## src/rtl/stop_and_wait_ack_retry_controller_macros.svh

```systemverilog
// assertion macros for the stop-and-wait retry controller
// used by the modules that carry concurrent assertions; no dependencies
`ifndef STOP_AND_WAIT_ACK_RETRY_CONTROLLER_MACROS_SVH
`define STOP_AND_WAIT_ACK_RETRY_CONTROLLER_MACROS_SVH

// same-cycle implication, disabled during reset
`define SWARC_ASSERT_NOW(lbl, clk, rst_n, ante, cons) \
  lbl: assert property (@(posedge clk) disable iff (!rst_n) (ante) |-> (cons)) \
    else $error("swarc assertion failed");

// next-cycle implication, disabled during reset
`define SWARC_ASSERT_NEXT(lbl, clk, rst_n, ante, cons) \
  lbl: assert property (@(posedge clk) disable iff (!rst_n) (ante) |=> (cons)) \
    else $error("swarc assertion failed");

`endif

```

## src/rtl/swarc_pkg.sv

```systemverilog
// shared types and codes for the stop-and-wait retry controller
// no dependencies; imported by the interfaces, the config block, the engine and the top level
package swarc_pkg;

  localparam int unsigned CFG_AW = 4;

  localparam logic [1:0] REG_MAX_ATTEMPTS = 2'd0;
  localparam logic [1:0] REG_ACK_TIMEOUT  = 2'd1;
  localparam logic [1:0] REG_TX_GUARD     = 2'd2;
  localparam logic [1:0] REG_NEXT_DELAY   = 2'd3;

  localparam logic [3:0]  RST_MAX_ATTEMPTS = 4'd3;
  localparam logic [15:0] RST_ACK_TIMEOUT  = 16'd5000;
  localparam logic [15:0] RST_TX_GUARD     = 16'd6000;
  localparam logic [19:0] RST_NEXT_DELAY   = 20'd10000;
  localparam logic [31:0] RST_SEQUENCE     = 32'd1;

  localparam logic [2:0] PH_DISABLED  = 3'd0;
  localparam logic [2:0] PH_START_TX  = 3'd1;
  localparam logic [2:0] PH_WAIT_TX   = 3'd2;
  localparam logic [2:0] PH_WAIT_ACK  = 3'd3;
  localparam logic [2:0] PH_WAIT_NEXT = 3'd4;

  localparam logic [2:0] EV_NONE      = 3'd0;
  localparam logic [2:0] EV_TX        = 3'd1;
  localparam logic [2:0] EV_RETRY     = 3'd2;
  localparam logic [2:0] EV_SUCCESS   = 3'd3;
  localparam logic [2:0] EV_FAIL      = 3'd4;
  localparam logic [2:0] EV_IGNORED   = 3'd5;
  localparam logic [2:0] EV_INIT_FAIL = 3'd6;

  localparam logic [1:0] CMD_NONE     = 2'd0;
  localparam logic [1:0] CMD_START_TX = 2'd1;
  localparam logic [1:0] CMD_START_RX = 2'd2;

  localparam logic MODE_INIT = 1'b0;

  typedef struct packed {
    logic [3:0]  max_attempts;
    logic [15:0] ack_timeout_ms;
    logic [15:0] tx_guard_ms;
    logic [19:0] next_packet_delay_ms;
  } cfg_t;

  typedef struct packed {
    logic        mode;
    logic [31:0] now_ms;
    logic        radio_cmd_ok;
    logic        irq_read_ok;
    logic        irq_pending;
    logic        irq_tx_done;
    logic        irq_rx_done;
    logic        irq_bad_packet;
    logic        irq_timeout;
    logic        format_ok;
    logic        read_ok;
    logic        ack_matches;
  } item_t;

  typedef struct packed {
    logic [1:0]  command;
    logic [15:0] rx_window_ms;
    logic [2:0]  event_code;
    logic [31:0] current_sequence;
    logic [3:0]  current_attempt;
    logic [2:0]  fsm_state;
  } res_t;

endpackage

```

## src/rtl/swarc_if.sv

```systemverilog
// valid/ready channel interfaces for input items and result items
// depends on swarc_pkg for the payload types
interface swarc_in_if import swarc_pkg::*; ();
  logic  valid;
  logic  ready;
  item_t data;

  modport source (output valid, output data, input ready);
  modport sink (input valid, input data, output ready);
endinterface

interface swarc_out_if import swarc_pkg::*; ();
  logic valid;
  logic ready;
  res_t data;

  modport source (output valid, output data, input ready);
  modport sink (input valid, input data, output ready);
endinterface

```

## src/rtl/swarc_cfg.sv

```systemverilog
// apb-style configuration registers of the retry controller
// depends on swarc_pkg
module swarc_cfg import swarc_pkg::*; (
  input  logic              clk,
  input  logic              rst_n,
  input  logic              psel,
  input  logic              penable,
  input  logic              pwrite,
  input  logic [CFG_AW-1:0] paddr,
  input  logic [31:0]       pwdata,
  output logic [31:0]       prdata,
  output logic              pready,
  output cfg_t              cfg
);

  cfg_t       cfg_r;
  logic       wr_en;
  logic [1:0] reg_idx;

  assign pready  = 1'b1;
  assign wr_en   = psel && penable && pwrite;
  assign reg_idx = paddr[CFG_AW-1:2];
  assign cfg     = cfg_r;

  always_ff @(posedge clk) begin
    if (!rst_n) begin
      cfg_r.max_attempts         <= RST_MAX_ATTEMPTS;
      cfg_r.ack_timeout_ms       <= RST_ACK_TIMEOUT;
      cfg_r.tx_guard_ms          <= RST_TX_GUARD;
      cfg_r.next_packet_delay_ms <= RST_NEXT_DELAY;
    end else if (wr_en) begin
      case (reg_idx)
        REG_MAX_ATTEMPTS: cfg_r.max_attempts         <= pwdata[3:0];
        REG_ACK_TIMEOUT:  cfg_r.ack_timeout_ms       <= pwdata[15:0];
        REG_TX_GUARD:     cfg_r.tx_guard_ms          <= pwdata[15:0];
        REG_NEXT_DELAY:   cfg_r.next_packet_delay_ms <= pwdata[19:0];
        default: ;
      endcase
    end
  end

  always_comb begin
    case (reg_idx)
      REG_MAX_ATTEMPTS: prdata = {28'd0, cfg_r.max_attempts};
      REG_ACK_TIMEOUT:  prdata = {16'd0, cfg_r.ack_timeout_ms};
      REG_TX_GUARD:     prdata = {16'd0, cfg_r.tx_guard_ms};
      REG_NEXT_DELAY:   prdata = {12'd0, cfg_r.next_packet_delay_ms};
      default:          prdata = 32'd0;
    endcase
  end

endmodule

```

## src/rtl/swarc_engine.sv

```systemverilog
// transaction state and per-beat next-state logic of the retry controller
// depends on swarc_pkg and the assertion macro header
`include "stop_and_wait_ack_retry_controller_macros.svh"

module swarc_engine import swarc_pkg::*; (
  input  logic  clk,
  input  logic  rst_n,
  input  logic  fire,
  input  item_t item,
  input  cfg_t  cfg,
  output res_t  res
);

  logic [2:0]  phase_r, phase_nxt;
  logic [31:0] seq_r, seq_nxt;
  logic [31:0] dl_r, dl_nxt;
  logic [3:0]  att_r, att_nxt;

  logic [31:0] since_dl;
  logic [31:0] left;
  logic        reached;
  logic [15:0] win_left;
  logic [31:0] seq_inc;

  logic        do_fail;
  logic        do_end;
  logic        end_ok;
  logic        reopen;
  logic [1:0]  cmd;
  logic [15:0] win;
  logic [2:0]  ev;

  assign since_dl = item.now_ms - dl_r;
  assign reached  = !since_dl[31];
  assign left     = dl_r - item.now_ms;
  assign win_left = (|left[31:16]) ? 16'hFFFF : left[15:0];
  assign seq_inc  = seq_r + 32'd1;

  always_comb begin
    phase_nxt = phase_r;
    seq_nxt   = seq_r;
    dl_nxt    = dl_r;
    att_nxt   = att_r;
    ev        = EV_NONE;
    cmd       = CMD_NONE;
    win       = 16'd0;
    do_fail   = 1'b0;
    do_end    = 1'b0;
    end_ok    = 1'b0;
    reopen    = 1'b0;

    if (item.mode == MODE_INIT) begin
      phase_nxt = PH_DISABLED;
      if (!item.radio_cmd_ok) begin
        ev = EV_INIT_FAIL;
      end else begin
        seq_nxt   = RST_SEQUENCE;
        att_nxt   = 4'd1;
        phase_nxt = PH_START_TX;
      end
    end else begin
      case (phase_r)
        PH_START_TX: begin
          if (!item.format_ok) begin
            do_end = 1'b1;
          end else begin
            cmd = CMD_START_TX;
            if (!item.radio_cmd_ok) begin
              do_fail = 1'b1;
            end else begin
              ev        = EV_TX;
              dl_nxt    = item.now_ms + {16'd0, cfg.tx_guard_ms};
              phase_nxt = PH_WAIT_TX;
            end
          end
        end
        PH_WAIT_NEXT: begin
          if (reached) begin
            att_nxt   = 4'd1;
            phase_nxt = PH_START_TX;
          end
        end
        PH_WAIT_TX: begin
          if (!item.irq_read_ok) begin
            do_fail = 1'b1;
          end else if (!item.irq_pending) begin
            do_fail = reached;
          end else if (item.irq_tx_done) begin
            dl_nxt = item.now_ms + {16'd0, cfg.ack_timeout_ms};
            cmd    = CMD_START_RX;
            win    = cfg.ack_timeout_ms;
            if (!item.radio_cmd_ok) begin
              do_fail = 1'b1;
            end else begin
              phase_nxt = PH_WAIT_ACK;
            end
          end else if (item.irq_timeout) begin
            do_fail = 1'b1;
          end
        end
        PH_WAIT_ACK: begin
          if (!item.irq_read_ok) begin
            do_fail = 1'b1;
          end else if (!item.irq_pending) begin
            do_fail = reached;
          end else if (item.irq_rx_done) begin
            if (!item.read_ok) begin
              reopen = 1'b1;
            end else if (item.ack_matches) begin
              do_end = 1'b1;
              end_ok = 1'b1;
            end else begin
              ev     = EV_IGNORED;
              reopen = 1'b1;
            end
          end else if (item.irq_bad_packet) begin
            ev     = EV_IGNORED;
            reopen = 1'b1;
          end else if (item.irq_timeout) begin
            do_fail = 1'b1;
          end
        end
        default: ;
      endcase
    end

    // restart the receive window with the time still left, or fail if the deadline has passed or the radio refuses
    if (reopen) begin
      if (reached) begin
        do_fail = 1'b1;
      end else begin
        cmd = CMD_START_RX;
        win = win_left;
        if (!item.radio_cmd_ok) begin
          do_fail = 1'b1;
        end
      end
    end

    if (do_fail) begin
      if (att_r < cfg.max_attempts) begin
        att_nxt   = att_r + 4'd1;
        phase_nxt = PH_START_TX;
        ev        = EV_RETRY;
      end else begin
        do_end = 1'b1;
      end
    end

    if (do_end) begin
      seq_nxt   = (seq_inc == 32'd0) ? 32'd1 : seq_inc;
      dl_nxt    = item.now_ms + {12'd0, cfg.next_packet_delay_ms};
      phase_nxt = PH_WAIT_NEXT;
      ev        = end_ok ? EV_SUCCESS : EV_FAIL;
    end
  end

  always_ff @(posedge clk) begin
    if (!rst_n) begin
      phase_r <= PH_DISABLED;
      seq_r   <= RST_SEQUENCE;
      dl_r    <= 32'd0;
      att_r   <= 4'd0;
    end else if (fire) begin
      phase_r <= phase_nxt;
      seq_r   <= seq_nxt;
      dl_r    <= dl_nxt;
      att_r   <= att_nxt;
    end
  end

  assign res.command          = cmd;
  assign res.rx_window_ms     = win;
  assign res.event_code       = ev;
  assign res.current_sequence = seq_nxt;
  assign res.current_attempt  = att_nxt;
  assign res.fsm_state        = phase_nxt;

  `SWARC_ASSERT_NOW(a_seq_nonzero, clk, rst_n, 1'b1, seq_r != 32'd0)
  `SWARC_ASSERT_NEXT(a_idle_holds, clk, rst_n, !fire,
                     $stable(phase_r) && $stable(seq_r) && $stable(att_r))
  `SWARC_ASSERT_NOW(a_tx_enter_cmd, clk, rst_n,
                    fire && phase_nxt == PH_WAIT_TX && phase_r != PH_WAIT_TX,
                    cmd == CMD_START_TX && ev == EV_TX)
  `SWARC_ASSERT_NEXT(a_end_waits, clk, rst_n,
                     fire && (ev == EV_SUCCESS || ev == EV_FAIL),
                     phase_r == PH_WAIT_NEXT && seq_r != $past(seq_r))

endmodule

```

## src/rtl/stop_and_wait_ack_retry_controller.sv

```systemverilog
// top level of the stop-and-wait transmit controller with ack timeout and retry
// depends on swarc_pkg, swarc_if, swarc_cfg and swarc_engine
//
// usage:
//   in_ch carries one beat per init request or poll: mode, the millisecond tick
//   and the radio outcomes seen for that step. out_ch returns exactly one beat
//   per input beat: the radio command to issue, the receive window, an event
//   code and the sequence, attempt and state after the step.
//   configuration goes through the apb-style port (max_attempts at 0x0,
//   ack_timeout_ms at 0x4, tx_guard_ms at 0x8, next_packet_delay_ms at 0xc);
//   write it only while no beat is in flight.
//   a beat accepted into the input register is stepped through the state
//   machine as it moves into the output register, from which it is valid on
//   out_ch; a stall on out_ch can hold it in the input register.
//   throughput: one beat per cycle unless out_ch stalls; one update per beat.
//   reset: state disabled, sequence 1, attempt 0, deadline 0, registers at their
//   defaults, both pipeline stages empty.
//   when out_ch stalls the result stays in the output register, one more beat
//   waits in the input register, and in_ch.ready drops until out_ch drains.
module stop_and_wait_ack_retry_controller import swarc_pkg::*; (
  input  logic              clk,
  input  logic              rst_n,
  swarc_in_if.sink          in_ch,
  swarc_out_if.source       out_ch,
  input  logic              psel,
  input  logic              penable,
  input  logic              pwrite,
  input  logic [CFG_AW-1:0] paddr,
  input  logic [31:0]       pwdata,
  output logic [31:0]       prdata,
  output logic              pready
);

  cfg_t  cfg;
  logic  in_valid_r;
  item_t in_item_r;
  logic  out_valid_r;
  res_t  out_res_r;
  res_t  step_res;
  logic  advance;

  assign advance     = in_valid_r && (!out_valid_r || out_ch.ready);
  assign in_ch.ready = !in_valid_r || advance;

  swarc_cfg u_cfg (
    .clk     (clk),
    .rst_n   (rst_n),
    .psel    (psel),
    .penable (penable),
    .pwrite  (pwrite),
    .paddr   (paddr),
    .pwdata  (pwdata),
    .prdata  (prdata),
    .pready  (pready),
    .cfg     (cfg)
  );

  swarc_engine u_engine (
    .clk   (clk),
    .rst_n (rst_n),
    .fire  (advance),
    .item  (in_item_r),
    .cfg   (cfg),
    .res   (step_res)
  );

  always_ff @(posedge clk) begin
    if (!rst_n) begin
      in_valid_r <= 1'b0;
    end else if (in_ch.ready) begin
      in_valid_r <= in_ch.valid;
    end
  end

  always_ff @(posedge clk) begin
    if (in_ch.ready && in_ch.valid) begin
      in_item_r <= in_ch.data;
    end
  end

  always_ff @(posedge clk) begin
    if (!rst_n) begin
      out_valid_r <= 1'b0;
    end else if (advance) begin
      out_valid_r <= 1'b1;
    end else if (out_ch.ready) begin
      out_valid_r <= 1'b0;
    end
  end

  always_ff @(posedge clk) begin
    if (advance) begin
      out_res_r <= step_res;
    end
  end

  assign out_ch.valid = out_valid_r;
  assign out_ch.data  = out_res_r;

endmodule
```

## src/flat_wrapper.sv

```systemverilog
// flat-port wrapper written by rule: the top's interface ports become plain ports
module stop_and_wait_ack_retry_controller_flat import swarc_pkg::*;
  (clk, rst_n, psel, penable, pwrite, paddr, pwdata, prdata, pready, in_ch_valid, in_ch_data, in_ch_ready, out_ch_valid, out_ch_data, out_ch_ready);
  swarc_in_if in_ch_i ();
  swarc_out_if out_ch_i ();
  input  logic clk;
  input  logic rst_n;
  input  logic psel;
  input  logic penable;
  input  logic pwrite;
  input  logic [CFG_AW-1:0] paddr;
  input  logic [31:0] pwdata;
  output logic [31:0] prdata;
  output logic pready;
  input wire logic [$bits(in_ch_i.valid)-1:0] in_ch_valid;
  input wire logic [$bits(in_ch_i.data)-1:0] in_ch_data;
  output wire logic [$bits(in_ch_i.ready)-1:0] in_ch_ready;
  output wire logic [$bits(out_ch_i.valid)-1:0] out_ch_valid;
  output wire logic [$bits(out_ch_i.data)-1:0] out_ch_data;
  input wire logic [$bits(out_ch_i.ready)-1:0] out_ch_ready;
  assign in_ch_i.valid = in_ch_valid;
  assign in_ch_i.data = in_ch_data;
  assign in_ch_ready = in_ch_i.ready;
  assign out_ch_valid = out_ch_i.valid;
  assign out_ch_data = out_ch_i.data;
  assign out_ch_i.ready = out_ch_ready;
  stop_and_wait_ack_retry_controller u_core (.clk(clk), .rst_n(rst_n), .in_ch(in_ch_i), .out_ch(out_ch_i), .psel(psel), .penable(penable), .pwrite(pwrite), .paddr(paddr), .pwdata(pwdata), .prdata(prdata), .pready(pready));
endmodule
```

## config.mk

```make
export PLATFORM = sky130hd
export DESIGN_NAME = stop_and_wait_ack_retry_controller_flat
export DESIGN_NICKNAME = d
export VERILOG_FILES = /design/src/rtl/swarc_pkg.sv /design/src/rtl/swarc_if.sv /design/src/rtl/swarc_cfg.sv /design/src/rtl/swarc_engine.sv /design/src/rtl/stop_and_wait_ack_retry_controller.sv /design/src/flat_wrapper.sv
export VERILOG_INCLUDE_DIRS = /design/src /design/src/rtl
export SDC_FILE = /design/constraint.sdc
export NUM_CORES = 1
export LEC_CHECK = 0
export ABC_CLOCK_PERIOD_IN_PS = 5930
export BUFFER_PORTS_ARGS = -buffer_cell sky130_fd_sc_hd__buf_2
export CAP_MARGIN = 0
export CORE_MARGIN = 2
export CORE_UTILIZATION = 60
export CTS_CLUSTER_SIZE = 10
export DETAILED_ROUTE_END_ITERATION = 7
export PLACE_DENSITY = 0.85
export REMOVE_ABC_BUFFERS = 1
export SLEW_MARGIN = 30
export SYNTH_ARGS = -nofsm -noshare
export SYNTH_HDL_FRONTEND = slang
export SYNTH_HIERARCHICAL = 1
export SYNTH_SLANG_ARGS = --single-unit
```

## constraint.sdc

```tcl
create_clock -name clk -period 5.93 [get_ports clk]
set_clock_uncertainty 0.15 [all_clocks]
set_input_delay 0.593 -clock clk [delete_from_list [all_inputs] [get_ports clk]]
set_output_delay 0.593 -clock clk [all_outputs]
set_load 0.05 [all_outputs]
```

**Word-level counts from Yosys, hierarchy flattened**

Index checks and enable logic that the tools add are counted.

- Bits in registers: 232
- Input port bits: 86
- Output and inout port bits: 95
- Word-level logic and storage cells: 167

- Add/subtract/negate cells: 7
- Order comparisons: 1
- Eq/ne operators: 12
- Mux-type cells: 99
- Reduce and logical (&&, ||, !) cells: 20

Operators by type and width:

| operator | count |
|---|---|
| two-way mux 32 bit | 11 |
| two-way mux 16 bit | 8 |
| case mux 32 bit (4 select lines) | 1 |
| two-way mux 3 bit | 23 |
| adder 32 x 16 -> 32 bit | 2 |
| case mux 32 bit (2 select lines) | 1 |
| subtractor 32 bit | 2 |
| two-way mux 1 bit | 38 |
| adder 32 x 1 -> 32 bit (second input constant) | 1 |
| adder 32 x 20 -> 32 bit | 1 |
| logical NOT 32 bit | 1 |
| two-way mux 4 bit | 6 |
| OR reduction 16 bit | 1 |
| inequality test 3 x 2 -> 1 bit (second input constant) | 5 |
| two-way mux 2 bit | 6 |
| case mux 3 bit (3 select lines) | 1 |
| AND reduction 2 bit | 4 |
| AND reduction 8 bit | 1 |
| == test 3 x 2 -> 1 bit (second input constant) | 2 |
| case mux 3 bit (2 select lines) | 1 |
| adder 4 x 1 -> 4 bit (second input constant) | 1 |
| == test 2 bit (second input constant) | 2 |
| logical AND 1 bit | 4 |
| less-than comparator 4 bit | 1 |
| other kinds (11) | 15 |

**Logic depth before layout (Yosys ltp)**

Gate-level depths: netlist (run 1).

- Word-level depth: 13
- Mapped depth: 27
- Mapped depth without buffers: 24

**Modules after synthesis**

Netlist (run 1), hierarchy kept.

By module, submodules not included:

| module | instances | cells an instance | area each (um^2) | seq. area each (um^2) |
|---|---|---|---|---|
| swarc_engine | 1 | 1311 | 9022.4 | 1421.4 |
| stop_and_wait_ack_retry_controller | 1 | 112 | 3196.8 | 3133.0 |
| swarc_cfg | 1 | 283 | 2698.8 | 1121.1 |

**Worst setup path after synthesis (run 1)**

OpenSTA, ideal clock, no wires.

- Path kind: register -> register
- Start point: register u_core.out_valid_r, in the netlist u_core/out_ch.valid
- End point: register u_core.u_engine.seq_r[3]
- Setup time: 126 ps
- Arrival: 5343 ps
- Data required time: 5654 ps
- Slack: 311 ps
- Stages on the path, launching flop included: 8
- Path buffers: 1
- Clock period less this slack: 5619 ps
- Cells stage by stage: dfxtp_1 -> nor2b_4 -> nor2b_1 -> clkinv_1 -> a31o_2 -> clkbuf_1 -> o211ai_1 -> o31ai_1

- Cells in the longest elaborated chain, start to end: 3

Ends and longest elaborated chain:

| element | line | source |
|---|---|---|
| start, declared | stop_and_wait_ack_retry_controller.sv:37 | `logic out_valid_r;` |
| start signal, assigned | stop_and_wait_ack_retry_controller.sv:83 | `out_valid_r <= 1'b0;` |
| start signal, assigned | stop_and_wait_ack_retry_controller.sv:85 | `out_valid_r <= 1'b1;` |
| start signal, assigned | stop_and_wait_ack_retry_controller.sv:87 | `out_valid_r <= 1'b0;` |
| logical NOT 1 bit | stop_and_wait_ack_retry_controller.sv:42 | `assign advance = in_valid_r && (!out_valid_r \|\| out_ch.ready);` |
| logical OR 1 bit | stop_and_wait_ack_retry_controller.sv:42 |  |
| logical AND 1 bit | stop_and_wait_ack_retry_controller.sv:42 |  |
| net u_core.advance | stop_and_wait_ack_retry_controller.sv:40 | `logic advance;` |
| end signal, assigned | swarc_engine.sv:166 | `seq_r <= seq_nxt;` |
| end, declared | swarc_engine.sv:15 | `logic [31:0] seq_r, seq_nxt;` |

The timed path passes the listed nets, and every way through them passes these cells.
A chain may end at the register's enable or synchronous reset.

**Worst setup path after layout (run 1)**

- Start point: register u_core/in_item_r[39] (netlist name)
- End point: register u_core.u_engine.dl_r[29]

- Cells in the longest elaborated chain, start to end: 12
- Elaborated cells on any way between the ends: 31
- Classes of those cells: add/sub: 4; eq/ne: 5; mux: 18; reduce/logical: 4

Ends and longest elaborated chain:

| element | line | source |
|---|---|---|
| start, declared | stop_and_wait_ack_retry_controller.sv:36 | `item_t in_item_r;` |
| start signal, assigned | stop_and_wait_ack_retry_controller.sv:77 | `in_item_r <= in_ch.data;` |
| subtractor 32 bit | swarc_engine.sv:33 | `assign since_dl = item.now_ms - dl_r;` |
| logical NOT 1 bit | swarc_engine.sv:34 | `assign reached = !since_dl[31];` |
| two-way mux 1 bit (on tied branches) | swarc_engine.sv:104, swarc_engine.sv:86 |  |
| two-way mux 1 bit (on tied branches) | swarc_engine.sv:102, swarc_engine.sv:84 |  |
| case mux 1 bit (3 select lines) | swarc_engine.sv:62 | `case (phase_r)` |
| two-way mux 1 bit | swarc_engine.sv:52 | `if (item.mode == MODE_INIT) begin` |
| two-way mux 1 bit | swarc_engine.sv:134 | `if (!item.radio_cmd_ok) begin` |
| two-way mux 1 bit | swarc_engine.sv:129 | `if (reached) begin` |
| two-way mux 1 bit | swarc_engine.sv:128 | `if (reopen) begin` |
| two-way mux 1 bit | swarc_engine.sv:140 | `if (do_fail) begin` |
| inequality test 3 x 2 -> 1 bit (no line) (tied with other cells) | - |  |
| AND reduction 8 bit (no line) | - |  |
| end signal, assigned | swarc_engine.sv:167 | `dl_r <= dl_nxt;` |
| end, declared | swarc_engine.sv:16 | `logic [31:0] dl_r, dl_nxt;` |

Parallel ways exist; a longest one is shown, timed or not. The select of a mux whose other input is x is not followed.

==> flow_summary.ini, run 1 <==
[run_status]
status = finished, final reports clean

[yosys]
synth_top_area_share_pct = 20.73
synth_most_common_cell = nand2_1
yosys_warnings = 6
synth_seq_cells = 232
syn_area_per_cell_um2 = 8.744
synthTopCellsByCount = nand2_1 (252), a21oi_1 (130), dfxtp_1 (129)
syn_area_um2 = 14920
synth_ff_type = dfxtp_1
synth_edf_count = 103
ys_top_cells_by_area = edfxtp_1 (21%), dfxtp_1 (17%), ha_1 (7.4%), nand2_1 (6.3%), mux2i_1 (4.4%)
synthCells = 1706
ys_seq_area_share_pct = 38.04
synth.largest_area_cell = edfxtp_1
async_flop_share_pct = 0
ys_types = 94

[power]
p_total_mw = 3.839
leakage_nw = 6.803
pwr-share-seq_pct = 45.5
clkPwrFrac_pct = 42.0
switching_share_pct = 26.59
power_density_nw_per_um2 = 227.8
p_switching_mw = 1.021
vdd_drop_max_mv = 0.2095
combPwrFrac_pct = 12.5
intPower_mw = 2.819

[global_route]
antenna_found_initial = 0
track_usage_pct = 29.42
grt_pass1_wl_um = 63140
grt_max_degree = 71
grt_pass1_vias = 12910
grt_overflow_total = 0

[cells_and_area]
stdcell_count = 2181
final_net_count = 2012
fillers = 1928
multiInputGateArea_um2 = 8438
n_antenna_cell = 0
postLayoutCoreUtil_pct = 69.11
area_growth_pct = 12.99
postLayoutCellArea_um2 = 16860
seq_area_um2 = 5675
drive_above_1_share_pct = 16.16

[setup_path]
cpPeakStageDelay_ns = 0.58
worstPathArrival_ns = 5.97
required_ns = 6.27
timing.rr.start = u_core/in_item_r[39]$_DFFE_PP_
path_class = reg2reg
r2r_slack_ns = 0.30
worst-path-max-fanout = 18
cp_cell_sequence = inv_1, ha_1, nand2_1, or4_4, or2_1, mux2i_4, o311ai_4, nand3_2, buf_4, buf_4, o21ai_0, ha_1, and4_1, o21ai_0, o21bai_2, a31oi_2, nor4_2, a2111oi_2, buf_4, nor4_1, xnor2_1, nand2_1, a21oi_1
worstSetupEndpointType = flop
reg2regPathDepth = 23
crit_buf_inv = 4
slowest_stage = or4_4
cp-start-kind = flop
r2r_end = u_core/u_engine/dl_r[29]$_SDFFE_PN0P_
path_delay_family = simple AND/OR/NAND/NOR gates
crit_top_cell = buf_4

[sta]
slew_headroom_pct = 37.72
final-hold-violation-count = 0
clock.fmax_mhz = 177.5
setup-violations-final = 0
final-max-slew-violation-count = 0
min_period_over_period_pct = 95.01
whs_ns = 0.05855
fin_crit_ns = 5.634
worst_slew_pin_slew_ns = 0.9342

[die]
die_h_um = 161.7
start_util_pct = 61.16
die-width_um = 161.7
num_rows = 57
io_pins = 181
core_area_um2 = 24390
die_area_um2 = 26140

[min_path]
holdPathStages = 1
hp-class = in2reg
min_from = in_ch_data[3]
hold_path_end = u_core/in_item_r[3]$_DFFE_PP_

[clocking]
clk-insertion-delay-late_ns = 0.56
numCtsBuffers = 28
cts_max_level = 1
cts_setup_buffers = 0
cts_root_buf = clkbuf_16
postCtsHoldBufs = 0
cts_resized = 0
cts_tree = yes
cts.sinks = 232
cts_max_path_buffers = 3
clkTransAtPathRegs_ns = 0.06

[route]
num_vias = 13406
post_drt_wl_per_cell_um = 18.05
via_per_inst = 6.147
drt_first_pass_iters = 6
detail-route-antenna-nets = 0
drt_iter0_drc = 1121
routed_wl_um = 39370
drc = 0

[place]
gp_congestion = 0.9100
placed_area_um2 = 15930
place_inst = 2130
port_buffers = 153
post-dp-hpwl_um = 27600

[job]
max-cap-violations = 0
## cell families (layout without fill, tap and decap cells)
kind of cell	count (synthesis)	in the layout	synth area share, %
buffers and inverters	204	344	6.299
other	2	13	0.05034
and+or+nand+nor	582	582	18.92
muxes	84	84	6.106
adders and majority gates	90	90	7.649
AOI/OAI and AO/OA	445	445	19.00
DFF	232	232	38.04
xor gates and xnor gates	67	67	3.934
## registers in the layout, summed over array words and instances (netlist names)
register                 flops
u_core/in_valid_r            1
u_core/u_engine/att_r        4
u_core/u_engine/phase_r      3
u_core/out_ch.valid          1
u_core/out_ch.data          60
u_core/u_engine/dl_r        32
u_core/u_engine/seq_r       32
u_core/u_cfg/cfg            56
u_core/in_item_r            43
## worst max path at each step
stage | from | end | slack (ns) | cells past startpoint
3_3_place_gp | u_core/in_item_r[39]$_DFFE_PP_ | u_core/u_engine/dl_r[29]$_SDFFE_PN0P_ | 0.33 | 23
4_1_cts | u_core/in_item_r[39]$_DFFE_PP_ | u_core/u_engine/dl_r[29]$_SDFFE_PN0P_ | 0.11 | 23
6_report | u_core/in_item_r[39]$_DFFE_PP_ | u_core/u_engine/dl_r[29]$_SDFFE_PN0P_ | 0.30 | 23
5_1_grt | u_core/in_item_r[14]$_DFFE_PP_ | u_core/u_engine/dl_r[26]$_SDFFE_PN0P_ | -0.03 | 25
3_5_place_dp | u_core/in_item_r[39]$_DFFE_PP_ | u_core/u_engine/dl_r[29]$_SDFFE_PN0P_ | 0.19 | 23
2_1_floorplan | u_core/in_item_r[37]$_DFFE_PP_ | u_core/u_engine/dl_r[26]$_SDFFE_PN0P_ | -0.66 | 22
## final cells by class
class,instances,area share [%]
multi-input combinational,1281,50.06
tap,324,2.405
clock buffer,49,4.988
inverter,91,2.026
clock inverter,2,0.1262
timing repair buffer,202,6.725
sequential,232,33.67
## cell usage in the layout (no fill, tap or decap), types with 20 or more instances in the layout
master / Yosys / routed
mux2i_1: 66 / 66
xnor2_1: 51 / 51
nor2_1: 101 / 101
a31oi_1: 31 / 30
nor3_1: 35 / 34
buf_2: 36 / 153
buf_4: 16 / 49
o21ai_1: 50 / 49
inv_1: 89 / 89
nand4_1: 20 / 20
nand2_1: 252 / 252
a21o_1: 22 / 22
ha_1: 88 / 88
dfxtp_1: 129 / 129
clkbuf_16: 0 / 29
o21ai_0: 70 / 70
nand3_1: 40 / 39
edfxtp_1: 103 / 103
a21oi_1: 130 / 127
## per-stage QoR
stage / setup TNS, ns / setup WS (ns)
finish: 0 / 0.2961
global placement: 0 / 0.3265
global route: -0.07902 / -0.02667
CTS: 0 / 0.1122
detailed placement: 0 / 0.1880
floorplan: -8.971 / -0.6636
## layer usage
metal	up-vias	routed length (um)	GRT usage, %
met2	638	18910	51.30
met3	117	2737	3.728
met4	0	1553	12.67
met5	-	0	0
li1	6323	-	-
met1	6328	16170	36.88
## power by group through the flow
stage               clock [mW]  sequential, mW  combinational (mW)
floorplan                    0            1.84               0.254
global placement             0            1.78               0.455
detailed placement           0            1.78               0.464
CTS                       1.63            1.75               0.468
global route              1.69            1.75               0.512
finish                    1.61            1.75               0.479
No activity file was read; power rests on OpenSTA's default activity.
==> inputs of run 2 (changes only) <==
Settings changed: BUFFER_PORTS_ARGS -buffer_cell sky130_fd_sc_hd__buf_2 to not set, CORE_UTILIZATION 60 to 65, DONT_BUFFER_PORTS set to 1, PLACE_DENSITY 0.85 to 0.84.
==> flow_summary.ini, run 2 (synthesis gave the netlist of run 1 again) <==
[run_status]
status = finished, final reports clean

[power]
leakage_nw = 6.355
vdd_drop_max_mv = 0.2496
power_density_nw_per_um2 = 232.6
p_total_mw = 3.833

[die]
io_pins = 181
num_rows = 55
die_h_um = 155.5
core_area_um2 = 22570
die_area_um2 = 24180
start_util_pct = 66.09
die-width_um = 155.5

[setup_path]
worst-path-max-fanout = 32
worstPathArrival_ns = 6.04
r2r_slack_ns = 0.22
worstSetupEndpointType = flop
path_class = reg2reg
cp-start-kind = flop
required_ns = 6.25

[min_path]
hp-class = in2reg

[sta]
min_period_over_period_pct = 96.37
slew_headroom_pct = 33.60
worst_slew_pin_slew_ns = 0.9916
final-max-slew-violation-count = 0
rsz0062_at_grt = no
setup-violations-final = 0
fin_tns_setup_ns = 0
whs_ns = 0.01778
clock.fmax_mhz = 175.0
fin_crit_ns = 5.715
final-hold-violation-count = 0

[job]
max-cap-violations = 0

[cells_and_area]
area_growth_pct = 10.46
fillers = 1654
largest_reg_flops = 60
final_common_cell = nand2_1
postLayoutCoreUtil_pct = 73.00
final_net_count = 1899
drive_above_1_share_pct = 8.142
postLayoutCellArea_um2 = 16480
final_cell_mix = nand2_1 (252), dfxtp_1 (129), a21oi_1 (128)

[route]
num_vias = 13055
routed_wl_um = 39110
drt_iter0_drc = 1115
post_drt_wl_per_cell_um = 19.26
via_per_inst = 6.431
drc = 0
drt_first_pass_iters = 5
detail-route-antenna-nets = 0

[clocking]
cts_tree = yes
numCtsBuffers = 28
clkTransAtPathRegs_ns = 0.05
cts.sinks = 232
cts_max_path_buffers = 3
clk-insertion-delay-late_ns = 0.55
cts_max_level = 1
cts_root_buf = clkbuf_16

[global_route]
grt_pass1_vias = 12401
grt_overflow_total = 0
track_usage_pct = 31.22
grt_pass1_wl_um = 61970
antenna_found_initial = 1
grt_max_degree = 90

[place]
port_buffers = 0
placed_area_um2 = 15100
gp_congestion = 0.9361
post-dp-hpwl_um = 26240
[run 2: changes by cell type in the layout (fill, tap and decap cells not counted), sizes merged]
cell         previous run  this run
clkbuf                 49        48
diode                   0         1
buf                   202        45
clkinv                  4         3
bufinv                  0         2
dlygate4sd3             0        44
[run 2: cell type report]
class | count | area [um^2] | share of cell area, %
antenna | 1 | 2.502 | 0.01519
inverter | 91 | 341.6 | 2.073
clock inverter | 3 | 76.32 | 0.4632
sequential | 232 | 5675 | 34.44
timing repair buffer | 89 | 790.8 | 4.799
tap | 285 | 356.6 | 2.164
multi-input combinational | 1281 | 8429 | 51.15
clock buffer | 48 | 805.8 | 4.890
[run 2: routing by layer]
metal	vias up	wire, um	track usage, %
met5	-	0	0
met4	0	1230	10.70
met3	96	3194	5.404
met2	652	18800	53.60
met1	6193	15880	39.92
li1	6114	-	-
[run 2: repair_timing]
action	4_1_cts	5_1_grt
resized for setup	0	9
setup endpoints to repair	0	12
setup buffers	0	0
endpoints found under the hold margin	49	0
hold buffers	44	0
[run 2: final timing paths]
check	from	endpoint	depth (start not counted)
worst max-delay path	u_core/in_item_r[14]$_DFFE_PP_	u_core/u_engine/dl_r[23]$_SDFFE_PN0P_	25
worst min-delay path	pwdata[0]	u_core/u_cfg/cfg[52]$_SDFFE_PN1P_	1
worst max register to register	u_core/in_item_r[14]$_DFFE_PP_	u_core/u_engine/dl_r[23]$_SDFFE_PN0P_	25
worst min register to register	u_core/u_cfg/cfg[18]$_SDFFE_PN0P_	u_core/u_cfg/cfg[18]$_SDFFE_PN0P_	2
[run 2: per-stage QoR]
step	std cells	setup WS, ns
floorplan	1604	-0.6636
global placement	1934	0.3427
detailed placement	1934	0.1800
CTS	2029	0.1452
global route	2030	0.0002420
finish	2030	0.2151
[run 2: power breakdown]
part	internal, mW	switching, mW
clock network	1.00	0.649
logic	0.138	0.235
registers	1.72	0.0938
total	2.86	0.977
[run 2: worst max-delay path, stage by stage, from the launching register on]
cell and delay, ns:
edfxtp_1 0.41, inv_1 0.07, ha_1 0.38, a211oi_1 0.28, nor2_1 0.11, o311ai_1 0.34, nand2_1 0.20, mux2i_4 0.26
o31ai_4 0.34, nand3_2 0.21, buf_12 0.22, nand2_1 0.07, o21ai_0 0.13, ha_1 0.41, and4_1 0.20, o21ai_0 0.09
o21bai_2 0.24, a31oi_2 0.19, nor4_2 0.29, a2111oi_2 0.09, buf_4 0.17, buf_4 0.15, nor4_1 0.23, xnor2_1 0.16
nand2_1 0.07, a21oi_1 0.15
